--- config.mk ---
export PLATFORM = sky130hd
export DESIGN_NAME = session_keypair_rotation_top
export DESIGN_NICKNAME = d
export VERILOG_FILES = /design/src/rtl/skr_pkg.sv /design/src/rtl/session_keypair_rotation_top.sv /design/src/rtl/skr_cfg.sv /design/src/rtl/skr_in_stage.sv /design/src/rtl/skr_exec.sv
export SDC_FILE = /design/constraint.sdc
export NUM_CORES = 1
export LEC_CHECK = 0
export BUFFER_PORTS_ARGS = -buffer_cell sky130_fd_sc_hd__buf_4
export CELL_PAD_IN_SITES_DETAIL_PLACEMENT = 1
export CELL_PAD_IN_SITES_GLOBAL_PLACEMENT = 2
export CORE_MARGIN = 4
export CORE_UTILIZATION = 30
export DETAILED_ROUTE_END_ITERATION = 10
export PLACE_DENSITY_LB_ADDON = 0.3
export REMOVE_ABC_BUFFERS = 1
export SLEW_MARGIN = 20
export SYNTH_ARGS = -nofsm -noshare
export SYNTH_HDL_FRONTEND = slang
export SYNTH_HIERARCHICAL = 1
export SYNTH_SLANG_ARGS = --single-unit
export TNS_END_PERCENT = 20
--- constraint.sdc ---
create_clock -name clk -period 13.5 [get_ports clk]
set_clock_uncertainty 0.15 [all_clocks]
set_input_delay 1.35 -clock clk [delete_from_list [all_inputs] [get_ports clk]]
set_output_delay 1.35 -clock clk [all_outputs]
set_load 0.01 [all_outputs]
--- src/rtl/skr_pkg.sv ---
// skr_pkg: shared types, codes and helpers for the session keypair rotation block.
// No dependencies; every rtl file refers to it by scoped names.

package skr_pkg;

    // Field widths
    localparam int unsigned TIME_W  = 32;
    localparam int unsigned CTR_W   = 64;
    localparam int unsigned IDX_W   = 32;
    localparam int unsigned LIMIT_W = 16;
    localparam int unsigned CFG_IDX_W = 2;
    localparam int unsigned CFG_DATA_W = 64;

    // Slot positions
    localparam logic [1:0] SL_NEXT = 2'd0;
    localparam logic [1:0] SL_CUR  = 2'd1;
    localparam logic [1:0] SL_PREV = 2'd2;
    localparam int unsigned NSLOTS = 3;

    // Configuration register indexes
    localparam logic [CFG_IDX_W-1:0] CFG_REJECT_MSGS = 2'd0;
    localparam logic [CFG_IDX_W-1:0] CFG_REKEY_MSGS  = 2'd1;
    localparam logic [CFG_IDX_W-1:0] CFG_REJECT_TIME = 2'd2;
    localparam logic [CFG_IDX_W-1:0] CFG_REKEY_TIME  = 2'd3;

    // Configuration reset values
    localparam logic [CTR_W-1:0]   RST_REJECT_MSGS = 64'hFFFF_FFFF_FFFF_DFFF;
    localparam logic [CTR_W-1:0]   RST_REKEY_MSGS  = 64'h1000_0000_0000_0000;
    localparam logic [LIMIT_W-1:0] RST_REJECT_TIME = 16'd180;
    localparam logic [LIMIT_W-1:0] RST_REKEY_TIME  = 16'd120;

    typedef enum logic [2:0] {
        OP_BEGIN  = 3'd0,
        OP_EXPIRE = 3'd1,
        OP_CLEAR  = 3'd2,
        OP_SEND   = 3'd3,
        OP_RECV   = 3'd4
    } op_t;

    typedef enum logic [1:0] {
        ROLE_NONE = 2'd0,
        ROLE_RESP = 2'd1,
        ROLE_INIT = 2'd2
    } role_t;

    typedef enum logic [1:0] {
        ST_OK    = 2'd0,
        ST_FRESH = 2'd1,
        ST_FAIL  = 2'd2
    } status_t;

    // One request as held in the input register
    typedef struct packed {
        logic [2:0]        op;
        logic [TIME_W-1:0] now_time;
        logic [1:0]        handshake_role;
        logic [IDX_W-1:0]  local_index;
        logic [IDX_W-1:0]  peer_index;
        logic [CTR_W-1:0]  recv_count;
    } req_t;

    // One result as held in the output register
    typedef struct packed {
        logic [1:0]       status;
        logic [CTR_W-1:0] nonce;
        logic [IDX_W-1:0] remote_index;
        logic             ready_res;
    } res_t;

    // Configuration register set
    typedef struct packed {
        logic [CTR_W-1:0]   reject_msgs;
        logic [CTR_W-1:0]   rekey_msgs;
        logic [LIMIT_W-1:0] reject_time;
        logic [LIMIT_W-1:0] rekey_time;
    } cfg_t;

    // Per-slot data fields (no reset; read only while the slot is present)
    typedef struct packed {
        logic [TIME_W-1:0] birth;
        logic [CTR_W-1:0]  send_ctr;
        logic [CTR_W-1:0]  recv_ctr;
        logic [IDX_W-1:0]  local_idx;
        logic [IDX_W-1:0]  remote_idx;
    } slot_data_t;

    // Birth plus limit compared against now, computed one bit wider so it never wraps
    function automatic logic aged_past(input logic [TIME_W-1:0] birth,
                                       input logic [LIMIT_W-1:0] limit,
                                       input logic [TIME_W-1:0] now);
        logic [TIME_W:0] sum;
        sum = {1'b0, birth} + {{(TIME_W+1-LIMIT_W){1'b0}}, limit};
        return sum < {1'b0, now};
    endfunction

endpackage

--- src/rtl/session_keypair_rotation_top.sv ---
// session_keypair_rotation_top: top level with result register and checks.
// Depends on skr_pkg, skr_cfg, skr_in_stage and skr_exec.
//
// Usage:
//   Requests enter on in_valid/in_ready with op, now_time, handshake_role,
//   local_index, peer_index and recv_count. Each request yields exactly one
//   result on out_valid/out_ready: status, nonce, remote_index, ready_res.
//   A request is captured in an input register; once the output register is
//   free, the slot state is read, updated and the result is loaded into the
//   output register. Throughput is one request per cycle while out_ready
//   stays high. The slot state is read and rewritten as each request executes,
//   so every request sees the state that the previous one left.
//   When the receiver stalls, the result holds in the output register while a
//   further request can still wait in the input register; in_ready falls only
//   when both are full.
//   Limits are written on cfg_valid/cfg_ready (always ready) with cfg_index
//   0..3 and cfg_data; the user must write them only while no request is in
//   flight; the block does not enforce it. Reset (rst_n low, asynchronous)
//   empties all slots, drops any request in flight, restores default limits.

module session_keypair_rotation_top (
    input  logic                             clk,
    input  logic                             rst_n,
    input  logic                             in_valid,
    output logic                             in_ready,
    input  logic [2:0]                       op,
    input  logic [skr_pkg::TIME_W-1:0]       now_time,
    input  logic [1:0]                       handshake_role,
    input  logic [skr_pkg::IDX_W-1:0]        local_index,
    input  logic [skr_pkg::IDX_W-1:0]        peer_index,
    input  logic [skr_pkg::CTR_W-1:0]        recv_count,
    output logic                             out_valid,
    input  logic                             out_ready,
    output logic [1:0]                       status,
    output logic [skr_pkg::CTR_W-1:0]        nonce,
    output logic [skr_pkg::IDX_W-1:0]        remote_index,
    output logic                             ready_res,
    input  logic                             cfg_valid,
    output logic                             cfg_ready,
    input  logic [skr_pkg::CFG_IDX_W-1:0]    cfg_index,
    input  logic [skr_pkg::CFG_DATA_W-1:0]   cfg_data
);

    skr_pkg::req_t in_req;
    skr_pkg::req_t held_req;
    skr_pkg::cfg_t cfg;
    skr_pkg::res_t res;
    skr_pkg::res_t res_reg;
    logic          held_valid;
    logic          advance;
    logic          out_v_reg;
    logic          out_v_next;

    assign in_req.op             = op;
    assign in_req.now_time       = now_time;
    assign in_req.handshake_role = handshake_role;
    assign in_req.local_index    = local_index;
    assign in_req.peer_index     = peer_index;
    assign in_req.recv_count     = recv_count;

    assign cfg_ready = 1'b1;

    skr_cfg u_cfg (
        .clk      (clk),
        .rst_n    (rst_n),
        .wr_en    (cfg_valid && cfg_ready),
        .wr_index (cfg_index),
        .wr_data  (cfg_data),
        .cfg      (cfg)
    );

    skr_in_stage u_in (
        .clk        (clk),
        .rst_n      (rst_n),
        .in_valid   (in_valid),
        .in_ready   (in_ready),
        .in_req     (in_req),
        .advance    (advance),
        .held_valid (held_valid),
        .held_req   (held_req)
    );

    // A held request executes when the result register is free
    assign advance = held_valid && (!out_v_reg || out_ready);

    skr_exec u_exec (
        .clk   (clk),
        .rst_n (rst_n),
        .fire  (advance),
        .req   (held_req),
        .cfg   (cfg),
        .res   (res)
    );

    // Result register
    assign out_v_next = advance ? 1'b1 : (out_ready ? 1'b0 : out_v_reg);

    always_ff @(posedge clk or negedge rst_n)
    begin
        if (!rst_n)
        begin
            out_v_reg <= 1'b0;
        end
        else
        begin
            out_v_reg <= out_v_next;
        end
    end

    always_ff @(posedge clk)
    begin
        if (advance)
        begin
            res_reg <= res;
        end
    end

    assign out_valid    = out_v_reg;
    assign status       = res_reg.status;
    assign nonce        = res_reg.nonce;
    assign remote_index = res_reg.remote_index;
    assign ready_res    = res_reg.ready_res;

    // Every executed request shows up as a result on the next cycle
    a_exec_to_out: assert property (@(posedge clk) disable iff (!rst_n)
        advance |=> out_valid)
        else $error("executed request produced no result");

    // A refused or failed request never leaks a nonce or index
    a_fail_clean: assert property (@(posedge clk) disable iff (!rst_n)
        (out_valid && status == skr_pkg::ST_FAIL) |-> (nonce == '0 && remote_index == '0))
        else $error("failed result carries nonce or index");

    // After clearing all slots the current keypair cannot be ready
    a_clear_not_ready: assert property (@(posedge clk) disable iff (!rst_n)
        (advance && held_req.op == skr_pkg::OP_CLEAR) |=> !ready_res)
        else $error("ready reported after clear");

    // A held request is never dropped without executing
    a_held_kept: assert property (@(posedge clk) disable iff (!rst_n)
        (held_valid && !advance) |=> (held_valid && $stable(held_req)))
        else $error("held request lost while stalled");

endmodule

--- src/rtl/skr_cfg.sv ---
// skr_cfg: configuration register file for the limits.
// Depends on skr_pkg.

module skr_cfg (
    input  logic                             clk,
    input  logic                             rst_n,
    input  logic                             wr_en,
    input  logic [skr_pkg::CFG_IDX_W-1:0]    wr_index,
    input  logic [skr_pkg::CFG_DATA_W-1:0]   wr_data,
    output skr_pkg::cfg_t                    cfg
);

    skr_pkg::cfg_t cfg_reg;

    // Register writes, decoded by index
    always_ff @(posedge clk or negedge rst_n)
    begin
        if (!rst_n)
        begin
            cfg_reg.reject_msgs <= skr_pkg::RST_REJECT_MSGS;
            cfg_reg.rekey_msgs  <= skr_pkg::RST_REKEY_MSGS;
            cfg_reg.reject_time <= skr_pkg::RST_REJECT_TIME;
            cfg_reg.rekey_time  <= skr_pkg::RST_REKEY_TIME;
        end
        else if (wr_en)
        begin
            unique case (wr_index)
                skr_pkg::CFG_REJECT_MSGS: cfg_reg.reject_msgs <= wr_data;
                skr_pkg::CFG_REKEY_MSGS:  cfg_reg.rekey_msgs  <= wr_data;
                skr_pkg::CFG_REJECT_TIME:
                    cfg_reg.reject_time <= wr_data[skr_pkg::LIMIT_W-1:0];
                skr_pkg::CFG_REKEY_TIME:
                    cfg_reg.rekey_time  <= wr_data[skr_pkg::LIMIT_W-1:0];
                default: ;
            endcase
        end
    end

    assign cfg = cfg_reg;

endmodule

--- src/rtl/skr_in_stage.sv ---
// skr_in_stage: input register with valid/ready handshake.
// Depends on skr_pkg.

module skr_in_stage (
    input  logic           clk,
    input  logic           rst_n,
    input  logic           in_valid,
    output logic           in_ready,
    input  skr_pkg::req_t  in_req,
    input  logic           advance,
    output logic           held_valid,
    output skr_pkg::req_t  held_req
);

    logic          valid_reg;
    logic          valid_next;
    skr_pkg::req_t req_reg;

    // Free when empty or when the held request moves on this cycle
    assign in_ready   = !valid_reg || advance;
    assign valid_next = (in_valid && in_ready) ? 1'b1 : (advance ? 1'b0 : valid_reg);

    always_ff @(posedge clk or negedge rst_n)
    begin
        if (!rst_n)
        begin
            valid_reg <= 1'b0;
        end
        else
        begin
            valid_reg <= valid_next;
        end
    end

    // Payload capture, no reset needed
    always_ff @(posedge clk)
    begin
        if (in_valid && in_ready)
        begin
            req_reg <= in_req;
        end
    end

    assign held_valid = valid_reg;
    assign held_req   = req_reg;

endmodule

--- src/rtl/skr_exec.sv ---
// skr_exec: the three keypair slots, their rotation and the send admission logic.
// Depends on skr_pkg.

module skr_exec (
    input  logic           clk,
    input  logic           rst_n,
    input  logic           fire,
    input  skr_pkg::req_t  req,
    input  skr_pkg::cfg_t  cfg,
    output skr_pkg::res_t  res
);

    logic [skr_pkg::NSLOTS-1:0] present_reg;
    logic [skr_pkg::NSLOTS-1:0] present_next;
    logic [skr_pkg::NSLOTS-1:0] valid_reg;
    logic [skr_pkg::NSLOTS-1:0] valid_next;
    logic [skr_pkg::NSLOTS-1:0] init_reg;
    logic [skr_pkg::NSLOTS-1:0] init_next;
    skr_pkg::slot_data_t        slot_data_reg  [skr_pkg::NSLOTS];
    skr_pkg::slot_data_t        slot_data_next [skr_pkg::NSLOTS];

    skr_pkg::slot_data_t        kp;
    logic [skr_pkg::CTR_W-1:0]  nonce_cand;
    logic                       cur_usable;
    logic                       fresh_hint;

    // Fresh keypair built from the handshake inputs
    always_comb
    begin
        kp.birth      = req.now_time;
        kp.send_ctr   = '0;
        kp.recv_ctr   = '0;
        kp.local_idx  = req.local_index;
        kp.remote_idx = req.peer_index;
    end

    // Checks on the current slot as it stands before this request
    assign nonce_cand = slot_data_reg[skr_pkg::SL_CUR].send_ctr;
    assign cur_usable = present_reg[skr_pkg::SL_CUR] && valid_reg[skr_pkg::SL_CUR]
        && !skr_pkg::aged_past(slot_data_reg[skr_pkg::SL_CUR].birth,
                               cfg.reject_time, req.now_time)
        && (slot_data_reg[skr_pkg::SL_CUR].recv_ctr < cfg.reject_msgs);
    assign fresh_hint = (nonce_cand >= cfg.rekey_msgs)
        || (init_reg[skr_pkg::SL_CUR]
            && skr_pkg::aged_past(slot_data_reg[skr_pkg::SL_CUR].birth,
                                  cfg.rekey_time, req.now_time));

    // Next slot state and result fields
    always_comb
    begin
        present_next     = present_reg;
        valid_next       = valid_reg;
        init_next        = init_reg;
        slot_data_next   = slot_data_reg;
        res.status       = skr_pkg::ST_FAIL;
        res.nonce        = '0;
        res.remote_index = '0;

        if (fire)
        begin
            unique case (skr_pkg::op_t'(req.op))
                skr_pkg::OP_BEGIN:
                begin
                    unique case (skr_pkg::role_t'(req.handshake_role))
                        skr_pkg::ROLE_INIT:
                        begin
                            // Previous takes next if present, else current
                            if (present_reg[skr_pkg::SL_NEXT])
                            begin
                                present_next[skr_pkg::SL_PREV] = 1'b1;
                                valid_next[skr_pkg::SL_PREV] = valid_reg[skr_pkg::SL_NEXT];
                                init_next[skr_pkg::SL_PREV]  = init_reg[skr_pkg::SL_NEXT];
                                slot_data_next[skr_pkg::SL_PREV] =
                                    slot_data_reg[skr_pkg::SL_NEXT];
                                present_next[skr_pkg::SL_NEXT] = 1'b0;
                                valid_next[skr_pkg::SL_NEXT]   = 1'b0;
                                init_next[skr_pkg::SL_NEXT]    = 1'b0;
                            end
                            else
                            begin
                                present_next[skr_pkg::SL_PREV] =
                                    present_reg[skr_pkg::SL_CUR];
                                valid_next[skr_pkg::SL_PREV] = valid_reg[skr_pkg::SL_CUR];
                                init_next[skr_pkg::SL_PREV]  = init_reg[skr_pkg::SL_CUR];
                                slot_data_next[skr_pkg::SL_PREV] =
                                    slot_data_reg[skr_pkg::SL_CUR];
                            end
                            present_next[skr_pkg::SL_CUR]   = 1'b1;
                            valid_next[skr_pkg::SL_CUR]     = 1'b1;
                            init_next[skr_pkg::SL_CUR]      = 1'b1;
                            slot_data_next[skr_pkg::SL_CUR] = kp;
                            res.status = skr_pkg::ST_OK;
                        end
                        skr_pkg::ROLE_RESP:
                        begin
                            // Responder parks the new keypair in next
                            present_next[skr_pkg::SL_PREV]   = 1'b0;
                            valid_next[skr_pkg::SL_PREV]     = 1'b0;
                            init_next[skr_pkg::SL_PREV]      = 1'b0;
                            present_next[skr_pkg::SL_NEXT]   = 1'b1;
                            valid_next[skr_pkg::SL_NEXT]     = 1'b1;
                            init_next[skr_pkg::SL_NEXT]      = 1'b0;
                            slot_data_next[skr_pkg::SL_NEXT] = kp;
                            res.status = skr_pkg::ST_OK;
                        end
                        default: ;
                    endcase
                end
                skr_pkg::OP_EXPIRE:
                begin
                    if (present_reg[skr_pkg::SL_NEXT])
                    begin
                        valid_next[skr_pkg::SL_NEXT] = 1'b0;
                    end
                    if (present_reg[skr_pkg::SL_CUR])
                    begin
                        valid_next[skr_pkg::SL_CUR] = 1'b0;
                    end
                    res.status = skr_pkg::ST_OK;
                end
                skr_pkg::OP_CLEAR:
                begin
                    present_next = '0;
                    valid_next   = '0;
                    init_next    = '0;
                    res.status   = skr_pkg::ST_OK;
                end
                skr_pkg::OP_SEND:
                begin
                    if (cur_usable)
                    begin
                        // Saturating counter advance
                        if (nonce_cand != {skr_pkg::CTR_W{1'b1}})
                        begin
                            slot_data_next[skr_pkg::SL_CUR].send_ctr =
                                nonce_cand + {{(skr_pkg::CTR_W-1){1'b0}}, 1'b1};
                        end
                        if (nonce_cand <= cfg.reject_msgs)
                        begin
                            res.nonce        = nonce_cand;
                            res.remote_index = slot_data_reg[skr_pkg::SL_CUR].remote_idx;
                            res.status = fresh_hint ? skr_pkg::ST_FRESH : skr_pkg::ST_OK;
                        end
                    end
                end
                skr_pkg::OP_RECV:
                begin
                    if (present_reg[skr_pkg::SL_CUR])
                    begin
                        slot_data_next[skr_pkg::SL_CUR].recv_ctr = req.recv_count;
                        res.status = skr_pkg::ST_OK;
                    end
                end
                default: ;
            endcase
        end

        // Readiness of the current slot after this request
        res.ready_res = present_next[skr_pkg::SL_CUR] && valid_next[skr_pkg::SL_CUR]
            && !skr_pkg::aged_past(slot_data_next[skr_pkg::SL_CUR].birth,
                                   cfg.reject_time, req.now_time)
            && (slot_data_next[skr_pkg::SL_CUR].recv_ctr < cfg.reject_msgs)
            && (slot_data_next[skr_pkg::SL_CUR].send_ctr < cfg.reject_msgs);
    end

    // Slot flags
    always_ff @(posedge clk or negedge rst_n)
    begin
        if (!rst_n)
        begin
            present_reg <= '0;
            valid_reg   <= '0;
            init_reg    <= '0;
        end
        else
        begin
            present_reg <= present_next;
            valid_reg   <= valid_next;
            init_reg    <= init_next;
        end
    end

    // Slot data, no reset
    always_ff @(posedge clk)
    begin
        slot_data_reg <= slot_data_next;
    end

endmodule

Word-level counts from Yosys, hierarchy flattened
Cells that the tools add are included. W data, S select, Z words.

Reductions and logical operators: 35. $lt $le $gt $ge: 8. Equality and inequality tests: 12. Add/subtract/negate cells: 4. Mux-type cells: 34.

Operators by type and width (count): $mux W448 (2); $mux W288 (1); $pmux W64 S2 (2); $mux W224 (1); $mux W98 (2); $lt A64 B64 Y1 (3); $mux W64 (3); $add A32 B16 Y33 (3); $lt A33 B32 Y1 (3); $add A64 B1 Y64 const B (1); $ge A64 B64 Y1 (1); $le A64 B64 Y1 (1); $ne A64 B64 Y1 const B (1); $mux W32 (1); $reduce_and A3 Y1 (6); $mux W1 (11); $logic_and A1 B1 Y1 (10); $mux W2 (4); $pmux W2 S2 (2); $pmux W2 S4 (1); $reduce_and A2 Y1 (4); $eq A2 B2 Y1 const B (3); $eq A3 B2 Y1 const B (2); $pmux W1 S2 (3); 13 further kinds (22).

Output and inout port bits: 102. Register bits: 975. Logic and storage cells: 127.

Longest topological paths before layout
Gate-level depths: netlist (run 1).

Depth in word-level cells: 14. Mapped depth: 35. Depth with buffers taken out: 34.

Hierarchy
The synthesis (run 1) kept the hierarchy.

Modules (own cells, without submodules): skr_exec (times used 1, cells each 2467, area each 20385.8 um2); skr_cfg (times used 1, cells each 340, area each 6159.7 um2); skr_in_stage (times used 1, cells each 169, area each 5008.6 um2); session_keypair_rotation_top (times used 1, cells each 105, area each 3027.9 um2).

Worst setup path before layout (run 1)
OpenSTA, ideal clock, no wires.

Kind: input-to-reg. Start: input out_ready. End: register res_reg, in the netlist ready_res (data pin). Path buffers: 5. Library setup time: 264 ps. Data required time: 13086 ps. Setup slack: 3775 ps. Stages: 32. Data arrival time: 9311 ps. Path through: nand2b_1 > and2_1 > nor2b_1 > nand3_1 > clkbuf_1 > clkbuf_1 > clkbuf_1 > buf_1 > mux2_2 > ha_1 > inv_1 > fa_1 > nor2b_1 > o2111ai_1 > and3_1 > o31ai_1 > o41ai_1 > o21bai_1 > a21o_1 > nor2b_1 > clkbuf_1 > nand3_1 > xnor2_1 > ha_1 > a21o_1 > a21o_1 > a21oi_1 > nor2b_1 > o2111ai_1 > a221o_1 > a31oi_1 > nor3b_1.

RTL lines: from (decl) (line session_keypair_rotation_top.sv:33) `input logic out_ready,`; to (signal assigned) (line session_keypair_rotation_top.sv:114) `res_reg <= res;`; to (decl) (line session_keypair_rotation_top.sv:48) `skr_pkg::res_t res_reg;`.

==> impl_metrics.env, run 1 <==
export IMPL_outcome="completed"
export IMPL_highest_layer="met5"
export IMPL_multi_input_area_mm2=0.0170
export IMPL_num_vias=24800
export IMPL_start_util=0.303
export IMPL_cp_max_fo=18
export IMPL_die_width_um=343
export IMPL_power_density_mw_per_mm2=154
export IMPL_grt_ovfl_total=0
export IMPL_place_inst=4779
export IMPL_cts_buffers=76
export IMPL_synth_cell_area_mm2=0.0336
export IMPL_cpMaxStageDelayCell="a2111oi_0"
export IMPL_path_common_cell="a21oi_1"
export IMPL_peakVddDrop_mv=0.0955
export IMPL_cp_arrival_ns=9.56
export IMPL_fillers=12200
export IMPL_post_cts_setup_buffers=0
export IMPL_die_area_mm2=0.117
export IMPL_largest_register_ffs=160
export IMPL_crit_type="reg -> reg"
export IMPL_ant_nets=0
export IMPL_io_buffers=304
export IMPL_yosys_warnings=6
export IMPL_crit_path_end_kind="flip-flop"
export IMPL_max_freq_mhz=107
export IMPL_tritoncts="yes"
export IMPL_placementRows=122
export IMPL_slew_headroom=0.257
export IMPL_clkSlewWorstSetupHoldPaths_ns=0.06
export IMPL_ctsHoldBuffers=0
export IMPL_coreArea_mm2=0.111
export IMPL_drt_met1_wl_um=48200
export IMPL_drv_slew=0
export IMPL_drt_initial_drc_count=1250
export IMPL_grt_start_max_net_pins=73
export IMPL_antenna_found_initial=7
export IMPL_critPathLaunchType="flip-flop"
export IMPL_cts_root_buffer="clkbuf_16"
export IMPL_finalHoldViolCount=0
export IMPL_wire_per_inst_um=21.5
export IMPL_ios=338
export IMPL_crit_required_ns=13.70
export IMPL_period_needed_ns=9.36
export IMPL_area_growth_pct=19.2
export IMPL_timing_hold_ws_ns=0.261
export IMPL_avgSynthCellArea_um2=11.0
export IMPL_vias_per_cell=5.04
export IMPL_clkSinkCount=589
export IMPL_hold_class="reg -> reg"
export IMPL_register_area_mm2=0.0153
export IMPL_hpwl_um=80400
export IMPL_finalCritPeriodShare=0.693
export IMPL_maxCapViolations=0
export IMPL_critical_path_max_stage_delay_ns=0.95
export IMPL_drt_first_pass_iters=5
export IMPL_setup_tns_ns=0
export IMPL_p_leak_nw=17.4
export IMPL_first_global_vias=25700
export IMPL_grt_usage=0.177
export IMPL_setup_viol=0
export IMPL_drt_wl_total_um=106000
export IMPL_grt_pass1_wl_um=159000
export IMPL_drcViolationCount=0
export IMPL_synthCells=3049
export IMPL_instances_no_fill=4921
export IMPL_dr_wl_met2_um=51200
export IMPL_tightest_slew_ns=1.11
export IMPL_cts_resized=0
export IMPL_gp_congestion=0.797
export IMPL_fin_nets=4069
export IMPL_fp_dieH_um=343
export IMPL_cts_buffer_depth=3
export IMPL_clock_latency_ns=0.64
export IMPL_dr_wl_met3_um=4320
export IMPL_h_tree_depth=3
export IMPL_drive_gt1_frac=0.206
export IMPL_rsz0062_at_grt="false"
## through the flow
step,area [um2],total power [mW],worst slack [ns],utilization
after floorplan,33100,3.53,3.36,-
after global placement,37500,4.08,4.16,0.338
after detailed placement,37500,4.11,4.10,0.338
after CTS,40100,6.28,4.01,0.361
after global routing,40100,6.61,3.26,0.361
final,40100,6.17,4.14,0.361
## per-layer routing
| metal | up-vias | global-route usage |
|---|---|---|
| met4 | 2 | 0.0397 |
| met5 | - | 0 |
| met1 | 12300 | 0.233 |
| li1 | 12000 | - |
| met3 | 116 | 0.0317 |
| met2 | 375 | 0.303 |
## power breakdown
group | switching (mW) | internal (mW)
clock | 0.824 | 1.28
sequential | 0.165 | 2.16
combinational | 0.973 | 0.780
total | 1.96 | 4.21
## layout by cell type (no fill, tap or decap), types with 80 or more instances in the layout
| master | instances |
|---|---|
| ha_1 | 460 |
| buf_4 | 329 |
| edfxtp_1 | 264 |
| inv_1 | 202 |
| o21ai_0 | 185 |
| a21oi_1 | 174 |
| nand2_1 | 160 |
| dfxtp_1 | 160 |
| mux2_2 | 158 |
| nor2_1 | 119 |
| and2_1 | 99 |
| dfrtp_1 | 93 |
| nand4_1 | 91 |
| clkbuf_16 | 80 |
## area by class of cell
type,count,share of cell area
Antenna cell,2,0.000125
Clock inverter,33,0.0106
Sequential cell,589,0.383
Tap cell,1488,0.0464
Clock buffer,106,0.0531
Timing Repair Buffer,331,0.0626
Multi-Input combinational cell,2170,0.425
Inverter,202,0.0189
## critical path, delay by kind of cell (launching register included)
family          cells  cell delay, ns
xor+xnor            1            0.15
compound gates     18            4.66
simple gates        9            2.44
flops               1            0.41
fa+ha+maj           3            0.95
buf+inv             1            0.27
## final timing paths
| path | start | to | cells after the start | slack, ns |
|---|---|---|---|---|
| worst min register to register | u_in/held_req[76] | u_exec/slot_data_reg[236] | 0 | 0.26 |
| worst max-delay path | u_cfg/cfg[17] | ready_res | 32 | 4.14 |
| worst max register to register | u_cfg/cfg[17] | ready_res | 32 | 4.14 |
| min in group asynchronous | rst_n | u_cfg/cfg[78] | 1 | 0.48 |
| worst min-delay path | u_in/held_req[76] | u_exec/slot_data_reg[236] | 0 | 0.26 |
| max in group asynchronous | rst_n | u_cfg/cfg[48] | 2 | 11.53 |
(Power assumes the default switching activity.)
==> run 2: changes to the inputs <==
==> constraint.sdc (replaced) <==
create_clock -name clk -period 9.1 [get_ports clk]
set_clock_uncertainty 0.15 [all_clocks]
set_input_delay 0.91 -clock clk [delete_from_list [all_inputs] [get_ports clk]]
set_output_delay 0.91 -clock clk [all_outputs]
set_load 0.01 [all_outputs]
==> run 2 against run 1 <==
Wire length up 0.36%. Register-to-register slack worse by 3.4 ns. Sequential share of layout area decreased by 0.19 points. Critical endpoint unchanged.
==> impl_metrics.env, run 2 (synthesis gave the netlist of run 1 again) <==
export IMPL_grt_pass1_wl_um=159000
export IMPL_cpMaxStageDelayCell="a2111oi_0"
export IMPL_gp_congestion=0.799
export IMPL_h_tree_depth=3
export IMPL_combPwrFrac=0.282
export IMPL_ios=338
export IMPL_switching_share=0.317
export IMPL_finalCritPeriodShare=0.919
export IMPL_instances_no_fill=4936
export IMPL_cts_buffers=77
export IMPL_setup_viol=0
export IMPL_crit_required_ns=9.43
export IMPL_drt_first_pass_iters=7
export IMPL_placementRows=122
export IMPL_die_width_um=343
export IMPL_power_density_mw_per_mm2=229
export IMPL_final_area_mm2=0.0403
export IMPL_first_global_vias=25900
export IMPL_path_buf_inv=1
export IMPL_period_needed_ns=8.36
export IMPL_outcome="completed"
export IMPL_cts_root_buffer="clkbuf_16"
export IMPL_die_area_mm2=0.117
export IMPL_cts_buffer_depth=3
export IMPL_slew_headroom=0.261
export IMPL_p_switching_mw=2.93
export IMPL_cp_max_fo=8
export IMPL_clkSlewWorstSetupHoldPaths_ns=0.06
export IMPL_num_vias=24800
export IMPL_dpl_cell_area_mm2=0.0376
export IMPL_layout_common_cells="ha_1, buf_4, edfxtp_1, inv_1, o21ai_0"
export IMPL_p_leak_nw=17.6
export IMPL_start_util=0.303
export IMPL_wire_per_inst_um=21.5
export IMPL_peakVddDrop_mv=0.142
export IMPL_clkSinkCount=589
export IMPL_critical_path_max_stage_delay_ns=0.52
export IMPL_drv_slew=0
export IMPL_fillers=12200
export IMPL_drive_gt1_frac=0.213
export IMPL_finalHoldViolCount=0
export IMPL_antenna_found_initial=7
export IMPL_drt_wl_total_um=106000
export IMPL_grt_start_max_net_pins=70
export IMPL_critPathLaunchType="flip-flop"
export IMPL_r2r_cells=34
export IMPL_hold_class="in -> async"
export IMPL_internal_power_mw=6.31
export IMPL_crit_cells=34
export IMPL_tritoncts="yes"
export IMPL_drt_initial_drc_count=1304
export IMPL_tightest_slew_ns=1.10
export IMPL_crit_path_end_kind="flip-flop"
export IMPL_grt_usage=0.178
export IMPL_pwr_share_clk=0.346
export IMPL_ant_nets=0
export IMPL_ctsHoldBuffers=0
export IMPL_maxCapViolations=0
export IMPL_path_common_cell="a21oi_1"
export IMPL_crit_type="reg -> reg"
export IMPL_largest_register_ffs=160
export IMPL_seq_power_share=0.372
export IMPL_cp_arrival_ns=8.69
export IMPL_worst_path_dominant_cell_family="compound AO/OA/AOI/OAI gates"
export IMPL_rsz0062_at_grt="false"
export IMPL_area_growth_pct=19.8
export IMPL_finalPower_mw=9.24
export IMPL_drcViolationCount=0
export IMPL_clock_latency_ns=0.64
export IMPL_vias_per_cell=5.03
export IMPL_place_inst=4789
export IMPL_fin_nets=4082
export IMPL_coreArea_mm2=0.111
export IMPL_grt_ovfl_total=0
export IMPL_io_buffers=304
export IMPL_fp_dieH_um=343
export IMPL_hpwl_um=80900
export IMPL_layout_commonest_cell="ha_1"
export IMPL_max_freq_mhz=120
run 2: cell types whose count changed in the layout (fill, tap and decap cells not counted), moves of 2 or more:
cell and delta:
clkinv_2 +6, clkinv_1 -5, clkbuf_8 +10, buf_4 +11
nor4_2 -3, inv_6 +3, nor4_4 +2, clkinv_8 -3
clkbuf_1 -8
run 2: area by class of cell:
type	instances	area, um2	area share
repair buffers	343	2610	0.0648
clock buffers	108	2240	0.0555
diodes	2	5.00	0.000124
multi-input cells	2170	17100	0.423
inverters	202	758	0.0188
clock inverters	34	405	0.0101
flip-flops and latches	589	15300	0.381
well taps	1488	1860	0.0462
run 2: metal layers:
| layer | vias to the layer above | part of all wire | GRT usage |
|---|---|---|---|
| met3 | 126 | 0.044 | 0.0335 |
| met2 | 407 | 0.47 | 0.299 |
| met1 | 12200 | 0.46 | 0.234 |
| met4 | 6 | 0.027 | 0.0486 |
| li1 | 12100 | - | - |
| met5 | - | 0.00032 | 0 |
run 2: per-stage QoR:
stage	TNS [ns]	hold WS [ns]	setup slack, ns	utilization
after floorplan	-0.601	0.250	-0.601	-
after global placement	0	0.250	0.309	0.338
after detailed placement	0	0.255	0.265	0.338
after CTS	0	0.0124	0.236	0.362
after global routing	0	0.0338	0.107	0.363
final	0	0.0459	0.736	0.363
run 2: what timing repair did:
action                                  in CTS  in global routing
buffers inserted                             0                  2
endpoints found under the setup margin       0                  1
gates resized for setup                      0                  4
run 2: worst paths after layout:
| path | from | to | slack (ns) |
|---|---|---|---|
| worst max register to register | u_exec/slot_data_reg[417] | ready_res | 0.74 |
| worst min register to register | u_in/held_req[93] | u_exec/slot_data_reg[253] | 0.26 |
| worst min-delay path | rst_n | u_in/held_valid | 0.05 |
| max in group asynchronous | rst_n | u_cfg/cfg[44] | 7.42 |
| worst max-delay path | u_exec/slot_data_reg[417] | ready_res | 0.74 |
| min in group clk | u_in/held_req[93] | u_exec/slot_data_reg[253] | 0.26 |
run 2: power by group through the flow:
stage | Clock, mW | Sequential, mW | Combinational [mW]
after floorplan | 0 | 3.42 | 1.81
after global placement | 0 | 3.49 | 2.56
after detailed placement | 0 | 3.50 | 2.61
after CTS | 3.32 | 3.45 | 2.64
after global routing | 3.42 | 3.49 | 2.98
final | 3.20 | 3.44 | 2.60
==> run 3: changes to the inputs <==
--- a/config.mk
+++ b/config.mk
@@ -16,6 +16,5 @@
 export SLEW_MARGIN = 20
 export SYNTH_ARGS = -nofsm -noshare
 export SYNTH_HDL_FRONTEND = slang
-export SYNTH_HIERARCHICAL = 1
 export SYNTH_SLANG_ARGS = --single-unit
 export TNS_END_PERCENT = 20
==> run 3 against run 2 <==
Worst setup slack lost 0.065 ns. Combinational power grew 19%. Total power grew 3.8%. Critical endpoint unchanged. Clock power shrank 7.5%. Critical path depth shrank 1.
==> impl_metrics.env, run 3 <==
export IMPL_maxCapViolations=0
export IMPL_place_inst=4939
export IMPL_ios=338
export IMPL_clkSlewWorstSetupHoldPaths_ns=0.06
export IMPL_synthAdderAreaFrac=0.172
export IMPL_yosysTopAreaCellShare=0.235
export IMPL_drcViolationCount=0
export IMPL_tritoncts="yes"
export IMPL_finish_utilization=0.362
export IMPL_grt_ovfl_total=0
export IMPL_ys_seq_elements=589
export IMPL_layout_commonest_cell="ha_1"
export IMPL_area_growth_pct=19.3
export IMPL_start_util=0.304
export IMPL_synth_top_family_by_area="adder cells"
export IMPL_setup_viol=0
export IMPL_hpwl_um=86300
export IMPL_ant_nets=0
export IMPL_grt_start_max_net_pins=68
export IMPL_h_tree_depth=3
export IMPL_clock_latency_ns=0.65
export IMPL_drt_wl_total_um=114000
export IMPL_gp_congestion=0.827
export IMPL_synth_area_leaders="edfxtp_1, ha_1, dfxtp_1, dfrtp_1, dfstp_2"
export IMPL_max_freq_mhz=119
export IMPL_rsz0062_at_grt="false"
export IMPL_cp_max_fo=21
export IMPL_tightest_slew_ns=1.19
export IMPL_cpMaxStageDelayCell="or4_1"
export IMPL_ctsHoldBuffers=0
export IMPL_critical_path_max_stage_delay_ns=0.59
export IMPL_crit_type="reg -> reg"
export IMPL_setup_tns_ns=0
export IMPL_antenna_found_initial=2
export IMPL_seq_area_frac_synth=0.455
export IMPL_fin_nets=4231
export IMPL_period_needed_ns=8.43
export IMPL_peakVddDrop_mv=0.141
export IMPL_crit_path_end_kind="flip-flop"
export IMPL_outcome="completed"
export IMPL_p_leak_nw=17.4
export IMPL_die_area_mm2=0.118
export IMPL_finalCritPeriodShare=0.926
export IMPL_synthArstFlopShare=0.280
export IMPL_fp_dieH_um=343
export IMPL_layout_common_cells="ha_1, buf_4, edfxtp_1, nand2_1, inv_1"
export IMPL_cp_arrival_ns=8.79
export IMPL_synthMuxAreaShare=0.0342
export IMPL_timing_hold_ws_ns=0.0967
export IMPL_synth_most_common_cell="ha_1"
export IMPL_vias_per_cell=5.12
export IMPL_avgSynthCellArea_um2=10.5
export IMPL_finalPower_mw=9.59
export IMPL_path_buf_inv=1
export IMPL_path_common_cell="nand2_1"
export IMPL_hold_class="in -> async"
export IMPL_synth_xor_area_share=0.0223
export IMPL_finalHoldViolCount=0
export IMPL_synth_compound_area_share=0.144
export IMPL_clkSinkCount=589
export IMPL_largest_register_ffs=160
export IMPL_synthCells=3210
export IMPL_synth_top_area_cell="edfxtp_1"
export IMPL_grt_usage=0.190
export IMPL_crit_required_ns=9.46
export IMPL_cts_buffers=75
export IMPL_synth_edf_count=264
export IMPL_instances_no_fill=5081
export IMPL_num_vias=26000
export IMPL_synth_top_flop_cell="edfxtp_1"
export IMPL_drive_gt1_frac=0.184
export IMPL_coreArea_mm2=0.111
export IMPL_wire_per_inst_um=22.4
export IMPL_io_buffers=304
export IMPL_yosys_top_cells_count="ha_1, edfxtp_1, nand2_1"
export IMPL_drt_first_pass_iters=5
export IMPL_cts_root_buffer="clkbuf_16"
export IMPL_worst_path_dominant_cell_family="compound AO/OA/AOI/OAI gates"
export IMPL_cts_buffer_depth=3
export IMPL_synth_cell_area_mm2=0.0338
export IMPL_power_density_mw_per_mm2=238
export IMPL_drt_initial_drc_count=1381
export IMPL_first_global_vias=27100
export IMPL_slew_headroom=0.198
export IMPL_yosysUniqueCellTypes=81
export IMPL_grt_pass1_wl_um=170000
export IMPL_die_width_um=343
export IMPL_yosys_warnings=0
export IMPL_drv_slew=0
export IMPL_critPathLaunchType="flip-flop"
export IMPL_yosys_area_share_simple=0.136
export IMPL_placementRows=122
[run 3: cell types whose count changed in the layout (fill, tap and decap cells not counted), moves of 13 or more]
cell      previous run  this run
o21ai_0            185       200
nand3_1             72        92
a22o_1              64        47
inv_1              202       215
xor2_1              21        35
xnor2_1             67        51
and2_1              99        83
nand2_1            160       262
o211ai_1            22        36
mux2_2             158        98
a21o_1              62        80
nor4_1              22        39
[run 3: cell type report]
cell class	instances	area, um2
fillers	12400	70900
multi-input cells	2304	17200
flip-flops and latches	589	15300
repair buffers	345	2610
clock buffers	100	2000
well taps	1488	1860
inverters	217	817
clock inverters	37	397
diodes	1	2.50
[run 3: path summary, 6_finish.rpt]
path                       cells past startpoint              start                        end  slack [ns]
setup reg to reg                              33      u_cfg.cfg[17]                  ready_res        0.67
min in group clk                               0  u_in.held_req[92]  u_exec.slot_data_reg[252]        0.27
hold reg to reg                                0  u_in.held_req[92]  u_exec.slot_data_reg[252]        0.27
max in group asynchronous                      2              rst_n              u_cfg.cfg[17]        7.26
setup / recovery                              33      u_cfg.cfg[17]                  ready_res        0.67
hold / removal                                 1              rst_n              u_cfg.cfg[67]         0.1
[run 3: kinds of logic (layout without fill, tap and decap cells)]
logic type               after synthesis  count (layout)
adder cells (fa/ha/maj)              463             463
AND/OR/NAND/NOR                      901             901
AO/OA/AOI/OAI                        750             750
flip-flops                           589             589
other                                  1               2
XOR/XNOR                              86              86
multiplexers                         103             103
buffers and inverters                317             699
[run 3: report_power, final]
group / switching, mW / total, mW / internal, mW
registers: 0.345 / 3.54 / 3.19
clock network: 1.25 / 2.96 / 1.71
logic: 1.75 / 3.09 / 1.34
total: 3.34 / 9.59 / 6.24
[run 3: what timing repair did]
action	in CTS	in global routing
resized for setup	0	2
setup buffers	0	4
endpoints found under the setup margin	0	1
[run 3: through the flow]
| step | area (um2) | worst slack, ns |
|---|---|---|
| after global routing | 40300 | 0.0298 |
| after detailed placement | 37800 | 0.542 |
| after floorplan | 33300 | 0.330 |
| after global placement | 37800 | 0.627 |
| after CTS | 40200 | 0.500 |
| final | 40300 | 0.672 |
[run 3: layer usage]
| layer | up-vias | part of all wire | track usage |
|---|---|---|---|
| met4 | 2 | 0.029 | 0.0531 |
| li1 | 12600 | - | - |
| met5 | - | 0.00015 | 0 |
| met2 | 449 | 0.47 | 0.318 |
| met3 | 168 | 0.041 | 0.0318 |
| met1 | 12800 | 0.46 | 0.253 |
